File: config.mk
export PLATFORM = sky130hd
export DESIGN_NAME = bounded_minmax_table_flat
export DESIGN_NICKNAME = d
export VERILOG_FILES = /design/src/rtl/bmm_pkg.sv /design/src/rtl/bmm_if.sv /design/src/rtl/bmm_cell.sv /design/src/rtl/bmm_scan.sv /design/src/rtl/bounded_minmax_table.sv /design/src/flat_wrapper.sv
export SDC_FILE = /design/constraint.sdc
export NUM_CORES = 1
export LEC_CHECK = 0
export BUFFER_PORTS_ARGS = -buffer_cell sky130_fd_sc_hd__buf_2
export CELL_PAD_IN_SITES_DETAIL_PLACEMENT = 0
export CELL_PAD_IN_SITES_GLOBAL_PLACEMENT = 2
export CORE_ASPECT_RATIO = 1.5
export CORE_MARGIN = 4
export CORE_UTILIZATION = 40
export DETAILED_ROUTE_END_ITERATION = 16
export GPL_TIMING_DRIVEN = 0
export PLACE_DENSITY_LB_ADDON = 0.1
export SETUP_SLACK_MARGIN = 0.3
export SLEW_MARGIN = 10
export SYNTH_ARGS = -nofsm -noshare
export SYNTH_HDL_FRONTEND = slang
export SYNTH_HIERARCHICAL = 1
export SYNTH_SLANG_ARGS = --single-unit
File: constraint.sdc
create_clock -name clk -period 4.7 [get_ports clk]
set_input_delay 0.94 -clock clk [delete_from_list [all_inputs] [get_ports clk]]
set_output_delay 0.94 -clock clk [all_outputs]
set_load 0.005 [all_outputs]
File: src/rtl/bmm_pkg.sv
// Shared types and constants for the bounded min/max table.
package bmm_pkg;

  localparam int KEY_W    = 16;
  localparam int HANDLE_W = 16;
  localparam int OP_W     = 2;
  localparam int STATUS_W = 2;
  localparam int CAP_W    = 5;
  localparam int COUNT_W  = 5;

  typedef enum logic [OP_W-1:0] {
    OP_ADD        = 2'd0,
    OP_MAX        = 2'd1,
    OP_REMOVE_MIN = 2'd2
  } op_t;

  typedef enum logic [STATUS_W-1:0] {
    ST_OK    = 2'd0,
    ST_FULL  = 2'd1,
    ST_EMPTY = 2'd2
  } status_t;

  typedef enum logic [1:0] {
    S_IDLE,
    S_SCAN,
    S_CLOSE,
    S_EMIT
  } fsm_t;

  typedef struct packed {
    logic [HANDLE_W-1:0] handle;
    logic [KEY_W-1:0]    key;
  } entry_t;

  typedef struct packed {
    logic write;
    logic step;
  } cell_ctl_t;

endpackage

File: src/rtl/bmm_if.sv
// Request, result and configuration channel interfaces.
interface bmm_req_if;
  import bmm_pkg::*;
  logic                valid;
  logic                ready;
  logic [OP_W-1:0]     op;
  logic [HANDLE_W-1:0] item_handle;
  logic [KEY_W-1:0]    item_key;
  modport source (output valid, output op, output item_handle, output item_key, input ready);
  modport sink (input valid, input op, input item_handle, input item_key, output ready);
endinterface

interface bmm_rsp_if;
  import bmm_pkg::*;
  logic                valid;
  logic                ready;
  logic [STATUS_W-1:0] status;
  logic [HANDLE_W-1:0] out_handle;
  logic [KEY_W-1:0]    out_key;
  logic [COUNT_W-1:0]  entry_count;
  modport source (output valid, output status, output out_handle, output out_key,
                  output entry_count, input ready);
  modport sink (input valid, input status, input out_handle, input out_key,
                input entry_count, output ready);
endinterface

interface bmm_cfg_if;
  import bmm_pkg::*;
  logic             valid;
  logic             ready;
  logic [CAP_W-1:0] capacity;
  modport source (output valid, output capacity, input ready);
  modport sink (input valid, input capacity, output ready);
endinterface

File: src/rtl/bmm_cell.sv
// One table cell: holds an entry, loads a new one or takes its neighbor's.
module bmm_cell (
  input  logic               clk,
  input  bmm_pkg::cell_ctl_t ctl,
  input  bmm_pkg::entry_t    wr,
  input  bmm_pkg::entry_t    nbr,
  output bmm_pkg::entry_t    q
);
  import bmm_pkg::*;

  always_ff @(posedge clk) begin
    if (ctl.write) begin
      q <= wr;
    end else if (ctl.step) begin
      q <= nbr;
    end
  end

endmodule

File: src/rtl/bmm_scan.sv
// Running best tracker that watches the head of the rotating cell row.
module bmm_scan #(
  parameter int IW        = 4,
  parameter int MIN_START = 9999
) (
  input  logic            clk,
  input  logic            start,
  input  logic            start_max,
  input  logic            step,
  input  logic            live,
  input  logic [IW-1:0]   idx,
  input  bmm_pkg::entry_t head,
  output logic [IW-1:0]   sel_idx,
  output bmm_pkg::entry_t sel_entry
);
  import bmm_pkg::*;

  logic             is_max;
  logic [KEY_W-1:0] best;
  logic             beats;

  assign beats = is_max ? (head.key > best) : (head.key < best);

  always_ff @(posedge clk) begin
    if (start) begin
      is_max <= start_max;
      best   <= start_max ? '0 : KEY_W'(MIN_START);
    end else if (step && live) begin
      if (beats) begin
        best      <= head.key;
        sel_idx   <= idx;
        sel_entry <= head;
      end else if (idx == '0) begin
        // Entry 0 is the fallback when no key beats the starting value.
        sel_idx   <= '0;
        sel_entry <= head;
      end
    end
  end

endmodule

File: src/rtl/bounded_minmax_table.sv
// Bounded min/max table built as a ring of entry cells with a scan tracker.
// Add, the unused op and max or remove_min on an empty table go from idle straight to emit.
// Max and remove_min scan while the cell ring rotates once through the head cell, one entry
// per cycle, and remove_min then passes through a close state that shuts the gap. One request
// is in work at a time, so a new request is taken only once the table is back in idle;
// a finished result may wait, and the next one then stalls until taken.
// Synchronous reset empties the table and sets capacity to 16.
module bounded_minmax_table #(
  parameter int DEPTH     = 16,
  parameter int MIN_START = 9999
) (
  input  logic           clk,
  input  logic           rst,
  bmm_cfg_if.sink        cfg,
  bmm_req_if.sink        req,
  bmm_rsp_if.source      rsp
);
  import bmm_pkg::*;

  localparam int IW = (DEPTH > 1) ? $clog2(DEPTH) : 1;
  localparam int CW = $clog2(DEPTH + 1);
  localparam int MW = (CW > CAP_W) ? CW : CAP_W;

  fsm_t              state, state_next;
  logic [IW-1:0]     t;
  logic [CW-1:0]     fill;
  logic [CAP_W-1:0]  capacity;
  logic              is_min;
  logic              res_scan;
  status_t           res_status;

  logic [MW-1:0]     eff_cap;
  logic              full;
  logic              accept;
  logic              scan_start;
  logic              live;
  logic [IW-1:0]     sel_idx;
  entry_t            sel_entry;
  entry_t            wr_entry;
  entry_t            cells [DEPTH];

  assign accept  = req.valid && req.ready;
  assign eff_cap = (MW'(capacity) > MW'(DEPTH)) ? MW'(DEPTH) : MW'(capacity);
  assign full    = MW'(fill) >= eff_cap;
  assign live    = CW'(t) < fill;
  assign req.ready = (state == S_IDLE);
  assign cfg.ready = 1'b1;
  assign wr_entry  = '{handle: req.item_handle, key: req.item_key};
  assign scan_start = accept && (req.op == OP_MAX || req.op == OP_REMOVE_MIN) && (fill != '0);

  for (genvar i = 0; i < DEPTH; i++) begin : g_cell
    cell_ctl_t ctl;
    assign ctl.write = accept && (req.op == OP_ADD) && !full && (fill == CW'(i));
    if (i < DEPTH - 1) begin : g_close
      assign ctl.step = (state == S_SCAN) || ((state == S_CLOSE) && (IW'(i) >= sel_idx));
    end else begin : g_last
      assign ctl.step = (state == S_SCAN);
    end
    bmm_cell u_cell (
      .clk (clk),
      .ctl (ctl),
      .wr  (wr_entry),
      .nbr (cells[(i + 1) % DEPTH]),
      .q   (cells[i])
    );
  end

  bmm_scan #(
    .IW        (IW),
    .MIN_START (MIN_START)
  ) u_scan (
    .clk       (clk),
    .start     (scan_start),
    .start_max (req.op == OP_MAX),
    .step      (state == S_SCAN),
    .live      (live),
    .idx       (t),
    .head      (cells[0]),
    .sel_idx   (sel_idx),
    .sel_entry (sel_entry)
  );

  always_comb begin
    state_next = state;
    unique case (state)
      S_IDLE: begin
        if (scan_start) begin
          state_next = S_SCAN;
        end else if (accept) begin
          state_next = S_EMIT;
        end
      end
      S_SCAN: begin
        if (t == IW'(DEPTH - 1)) begin
          state_next = is_min ? S_CLOSE : S_EMIT;
        end
      end
      S_CLOSE: state_next = S_EMIT;
      S_EMIT: begin
        if (!rsp.valid || rsp.ready) begin
          state_next = S_IDLE;
        end
      end
      default: state_next = S_IDLE;
    endcase
  end

  always_ff @(posedge clk) begin
    if (rst) begin
      state    <= S_IDLE;
      fill     <= '0;
      capacity <= CAP_W'(16);
      rsp.valid <= 1'b0;
    end else begin
      state <= state_next;
      if (cfg.valid && cfg.ready) begin
        capacity <= cfg.capacity;
      end
      if (accept && req.op == OP_ADD && !full) begin
        fill <= fill + 1'b1;
      end else if (state == S_CLOSE) begin
        fill <= fill - 1'b1;
      end
      if (state == S_EMIT && (!rsp.valid || rsp.ready)) begin
        rsp.valid <= 1'b1;
      end else if (rsp.valid && rsp.ready) begin
        rsp.valid <= 1'b0;
      end
    end
  end

  always_ff @(posedge clk) begin
    if (accept) begin
      t        <= '0;
      is_min   <= (req.op == OP_REMOVE_MIN);
      res_scan <= scan_start;
      case (req.op)
        OP_ADD:                 res_status <= full ? ST_FULL : ST_OK;
        OP_MAX, OP_REMOVE_MIN:  res_status <= (fill == '0) ? ST_EMPTY : ST_OK;
        default:                res_status <= ST_OK;
      endcase
    end else if (state == S_SCAN) begin
      t <= t + 1'b1;
    end
    if (state == S_EMIT && (!rsp.valid || rsp.ready)) begin
      rsp.status      <= res_status;
      rsp.out_handle  <= res_scan ? sel_entry.handle : '0;
      rsp.out_key     <= res_scan ? sel_entry.key : '0;
      rsp.entry_count <= COUNT_W'(fill);
    end
  end

`ifndef SYNTH
  a_fill_bound: assert property (@(posedge clk) disable iff (rst)
    fill <= CW'(DEPTH))
    else $error("fill count exceeds table depth");

  a_add_grows: assert property (@(posedge clk) disable iff (rst)
    (accept && req.op == OP_ADD && !full) |=> (fill == $past(fill) + 1'b1))
    else $error("accepted add did not grow the table");

  a_close_nonempty: assert property (@(posedge clk) disable iff (rst)
    (state == S_CLOSE) |-> (fill != '0))
    else $error("gap close on an empty table");

  a_emit_after_scan: assert property (@(posedge clk) disable iff (rst)
    ($past(state) == S_SCAN && state == S_EMIT) |-> !is_min)
    else $error("remove_min skipped the gap close");
`endif

endmodule
File: src/flat_wrapper.sv
// flat-port wrapper written by rule: the top's interface ports become plain ports
module bounded_minmax_table_flat import bmm_pkg::*;
#(
  parameter int DEPTH     = 16,
  parameter int MIN_START = 9999
)
  (clk, rst, cfg_valid, cfg_capacity, cfg_ready, req_valid, req_op, req_item_handle, req_item_key, req_ready, rsp_valid, rsp_status, rsp_out_handle, rsp_out_key, rsp_entry_count, rsp_ready);
  bmm_cfg_if cfg_i ();
  bmm_req_if req_i ();
  bmm_rsp_if rsp_i ();
  input  logic clk;
  input  logic rst;
  input wire logic [$bits(cfg_i.valid)-1:0] cfg_valid;
  input wire logic [$bits(cfg_i.capacity)-1:0] cfg_capacity;
  output wire logic [$bits(cfg_i.ready)-1:0] cfg_ready;
  input wire logic [$bits(req_i.valid)-1:0] req_valid;
  input wire logic [$bits(req_i.op)-1:0] req_op;
  input wire logic [$bits(req_i.item_handle)-1:0] req_item_handle;
  input wire logic [$bits(req_i.item_key)-1:0] req_item_key;
  output wire logic [$bits(req_i.ready)-1:0] req_ready;
  output wire logic [$bits(rsp_i.valid)-1:0] rsp_valid;
  output wire logic [$bits(rsp_i.status)-1:0] rsp_status;
  output wire logic [$bits(rsp_i.out_handle)-1:0] rsp_out_handle;
  output wire logic [$bits(rsp_i.out_key)-1:0] rsp_out_key;
  output wire logic [$bits(rsp_i.entry_count)-1:0] rsp_entry_count;
  input wire logic [$bits(rsp_i.ready)-1:0] rsp_ready;
  assign cfg_i.valid = cfg_valid;
  assign cfg_i.capacity = cfg_capacity;
  assign cfg_ready = cfg_i.ready;
  assign req_i.valid = req_valid;
  assign req_i.op = req_op;
  assign req_i.item_handle = req_item_handle;
  assign req_i.item_key = req_item_key;
  assign req_ready = req_i.ready;
  assign rsp_valid = rsp_i.valid;
  assign rsp_status = rsp_i.status;
  assign rsp_out_handle = rsp_i.out_handle;
  assign rsp_out_key = rsp_i.out_key;
  assign rsp_entry_count = rsp_i.entry_count;
  assign rsp_i.ready = rsp_ready;
  bounded_minmax_table #(.DEPTH(DEPTH), .MIN_START(MIN_START)) u_core (.clk(clk), .rst(rst), .cfg(cfg_i), .req(req_i), .rsp(rsp_i));
endmodule
==> out/results.ini <==
[synthesis]
async_flop_share=0
syn_inst=1531
yosysSeqAreaShare=0.630
synthesis.area_um2=29500
ys_warn_count=6
synth.avg_cell_area_um2=19.3
syn-num-nets=1614
ys_ff_latch=625
synth_enable_flop_cells=608
synth-main-ff-cell=edfxtp_1
ys_types=64

[worst_setup_path]
crit_path_end_kind=flop
required_ps=4910
crit_family=simple AND/OR/NAND/NOR gates
r2r-end=u_core/g_cell[5].u_cell/q[9]
r2r_cells=11
crit_type=reg -> reg
crit_slowest_cell=or2_2
path_cells=inv_1 > ha_1 > nand2b_1 > a31oi_2 > a21oi_2 > buf_6 > nor3_4 > and2_1 > buf_6 > buf_12 > or2_2
rrSetupSlack_ps=990
regToRegStartpoint=u_core/fill[0]
start_kind=flop
crit_arrival_ps=3910
cpMostUsedCell=buf_6
cp_max_fo=32
critPathBufInv=4
slowest_delay_ps=690

[min_path]
min_to=u_core/rsp.status[0]
min_from=u_core/res_status[0]
whs_path_depth=0
hold_path_class=reg -> reg

[clock_network]
postCtsSetupBuffers=0
cts_buffers=66
cts-root-buf=clkbuf_16
insertion_delay_ps=600
tritoncts=yes
htree_num_levels=3
cts-resized-gates=0
cts.path.max_buffers=3
ctsHoldBuffers=0
cts.sinks=625
clk_pin_slew_worst_paths_ps=60

[place]
pre_cts_ws_ps=609
gp_congestion=0.747
place_hpwl_um=45900
port_buffers=83

[drt]
wl_um=70400
viasPerCell=5.07
dr.pass1.iters=5
drc=0
detail-route-antenna-nets=0
drt-initial-drc-count=905
routedWlPerCell_um=25.8
vias=13800

[global_route]
grt_overflow=0
grt_max_degree=37
grtUsageMet2=0.342
met1_usage=0.198
grt_pass1_vias=15200
grtUsageMet3=0.0233
grt_pass1_wl_um=102000
grtUsageTotal=0.177
antenna_found_initial=1
grt.busiest_layer=met2

[sta]
final-setup-viol-count=0
drv_slew=0
fin_crit_sh=0.788
fin_skew_ps=20.0
hold_viol=0
fin_crit_ps=3710
rsz0062_at_grt=false
relSlewSlack=0.335
worst_pin_slew_ps=989
max_freq_ghz=0.270
fin_ws_ps=995

[cells_and_area]
syn_to_final_growth_pct=13.7
fin_nets=1776
nFillCells=6255
fin_util=0.461
drive_gt1_frac=0.458

[floorplan]
die_h_um=341
die_area_um2=78300
core-area_um2=72800
start_util=0.405
die_width_um=230
rows=121
pin_count=86

[pwr]
ir_drop_mv=0.307
p_leak_nw=12.3
power_mw=21.7
cellPowerDensity_nw_per_um2=647

[status]
outcome=finished clean

[run]
max_cap_violations=0

==> per-layer routing <==
metal  vias to the layer above  routed length (um)
li1                       6203                   -
met4                         0                1920
met3                        91                2160
met1                      7316               27200
met5                         -                   0
met2                       223               39100
==> registers in the layout, summed over array words and instances, names as in the netlist <==
register and count:
u_core/capacity 5, u_core/fill 5, u_core/g_cell.u_cell/q 512, u_core/is_min 1, u_core/res_scan 1, u_core/res_status 2, u_core/rsp.entry_count 5, u_core/rsp.out_handle 16
u_core/rsp.out_key 16, u_core/rsp.status 2, u_core/rsp.valid 1, u_core/state 2, u_core/t 4, u_core/u_scan/best 16, u_core/u_scan/is_max 1, u_core/u_scan/sel_entry 32
u_core/u_scan/sel_idx 4
==> how the worst max path moves through the flow <==
stage / start / to / cells past startpoint
after detailed placement: req_op[0] / u_core/g_cell[5].u_cell/q[17] / 12
after global placement: req_op[0] / u_core/g_cell[8].u_cell/q[19] / 11
after floorplan: req_op[0] / u_core/g_cell[6].u_cell/q[0] / 11
final: u_core/fill[0] / u_core/g_cell[5].u_cell/q[9] / 11
after global routing: u_core/fill[0] / u_core/g_cell[5].u_cell/q[9] / 11
after CTS: u_core/fill[0] / u_core/g_cell[5].u_cell/q[8] / 11
==> worst register-to-register path, stage by stage, from the launching register on <==
cell	delay, ps
dfxtp_1	480
inv_1	220
ha_1	320
nand2b_1	150
a31oi_2	270
a21oi_2	150
buf_6	180
nor3_4	300
and2_1	190
buf_6	190
buf_12	170
or2_2	690
==> report_power, final <==
| group | total (mW) | switching [mW] | internal [mW] | leakage [nW] |
|---|---|---|---|---|
| Clock | 5.24 | 2.16 | 3.08 | 1.04 |
| Combinational | 5.93 | 3.00 | 2.93 | 5.38 |
| Sequential | 10.5 | 0.927 | 9.60 | 5.83 |
==> area by class of cell <==
type	instances	area, um^2	share of cell area
antenna	1	2.50	0.0000746
buffer	79	1210	0.0362
clock buffer	86	1830	0.0547
clock inverter	32	302	0.00899
inverter	34	128	0.00381
multi-input combinational	793	9590	0.286
sequential	625	18600	0.555
tap	984	1230	0.0367
timing repair buffer	94	638	0.0190
==> metrics by stage <==
step / setup TNS [ps] / hold WS [ps] / cell area [um^2] / instances
global placement: -12340 / 406 / 31100 / 2598
floorplan: 0 / 400 / 29500 / 1531
CTS: 0 / 446 / 33500 / 2727
detailed placement: 0 / 433 / 31400 / 2609
finish: 0 / 438 / 33500 / 2728
global route: 0 / 444 / 33500 / 2727
==> cells in the mapped netlist (all sizes together) (8+ instances only) <==
master,instances,area [um^2]
edfxtp,608,18300
mux2,514,7530
buf,71,1180
and2,41,258
ha,39,488
inv,34,128
nand2,23,86.3
nor2,22,90.1
or2,19,121
dfxtp,17,340
nor2b,16,108
a21oi,15,78.8
o21a,12,90.1
and3,11,68.8
clkbuf,8,30.0
nand4,8,50.1
==> placed cells by master, fill, tap and decap left out, drive strengths merged, types with 7 or more instances in the layout <==
cell type | Yosys | final
clkinv | 0 | 23
nor2 | 22 | 22
inv | 34 | 35
nand2 | 23 | 23
and3 | 11 | 11
dfxtp | 17 | 17
nor3 | 7 | 7
ha | 39 | 39
and2 | 41 | 41
buf | 71 | 165
a21oi | 15 | 15
nand4 | 8 | 8
mux2 | 514 | 514
o21a | 12 | 12
edfxtp | 608 | 608
or2 | 19 | 19
nor2b | 16 | 16
clkbuf | 8 | 94
==> cell families (layout without fill, tap and decap cells) <==
| kind of cell | after synthesis | in the layout | synth area share |
|---|---|---|---|
| DFF | 625 | 625 | 0.630 |
| muxes | 520 | 520 | 0.257 |
| and+or+nand+nor | 165 | 165 | 0.0328 |
| buffers and inverters | 113 | 325 | 0.0455 |
| AOI/OAI and AO/OA | 63 | 63 | 0.0159 |
| adders and majority gates | 39 | 39 | 0.0165 |
| xor gates and xnor gates | 5 | 5 | 0.00148 |
| other | 1 | 2 | 0.000127 |
(Power assumes the default switching activity.)
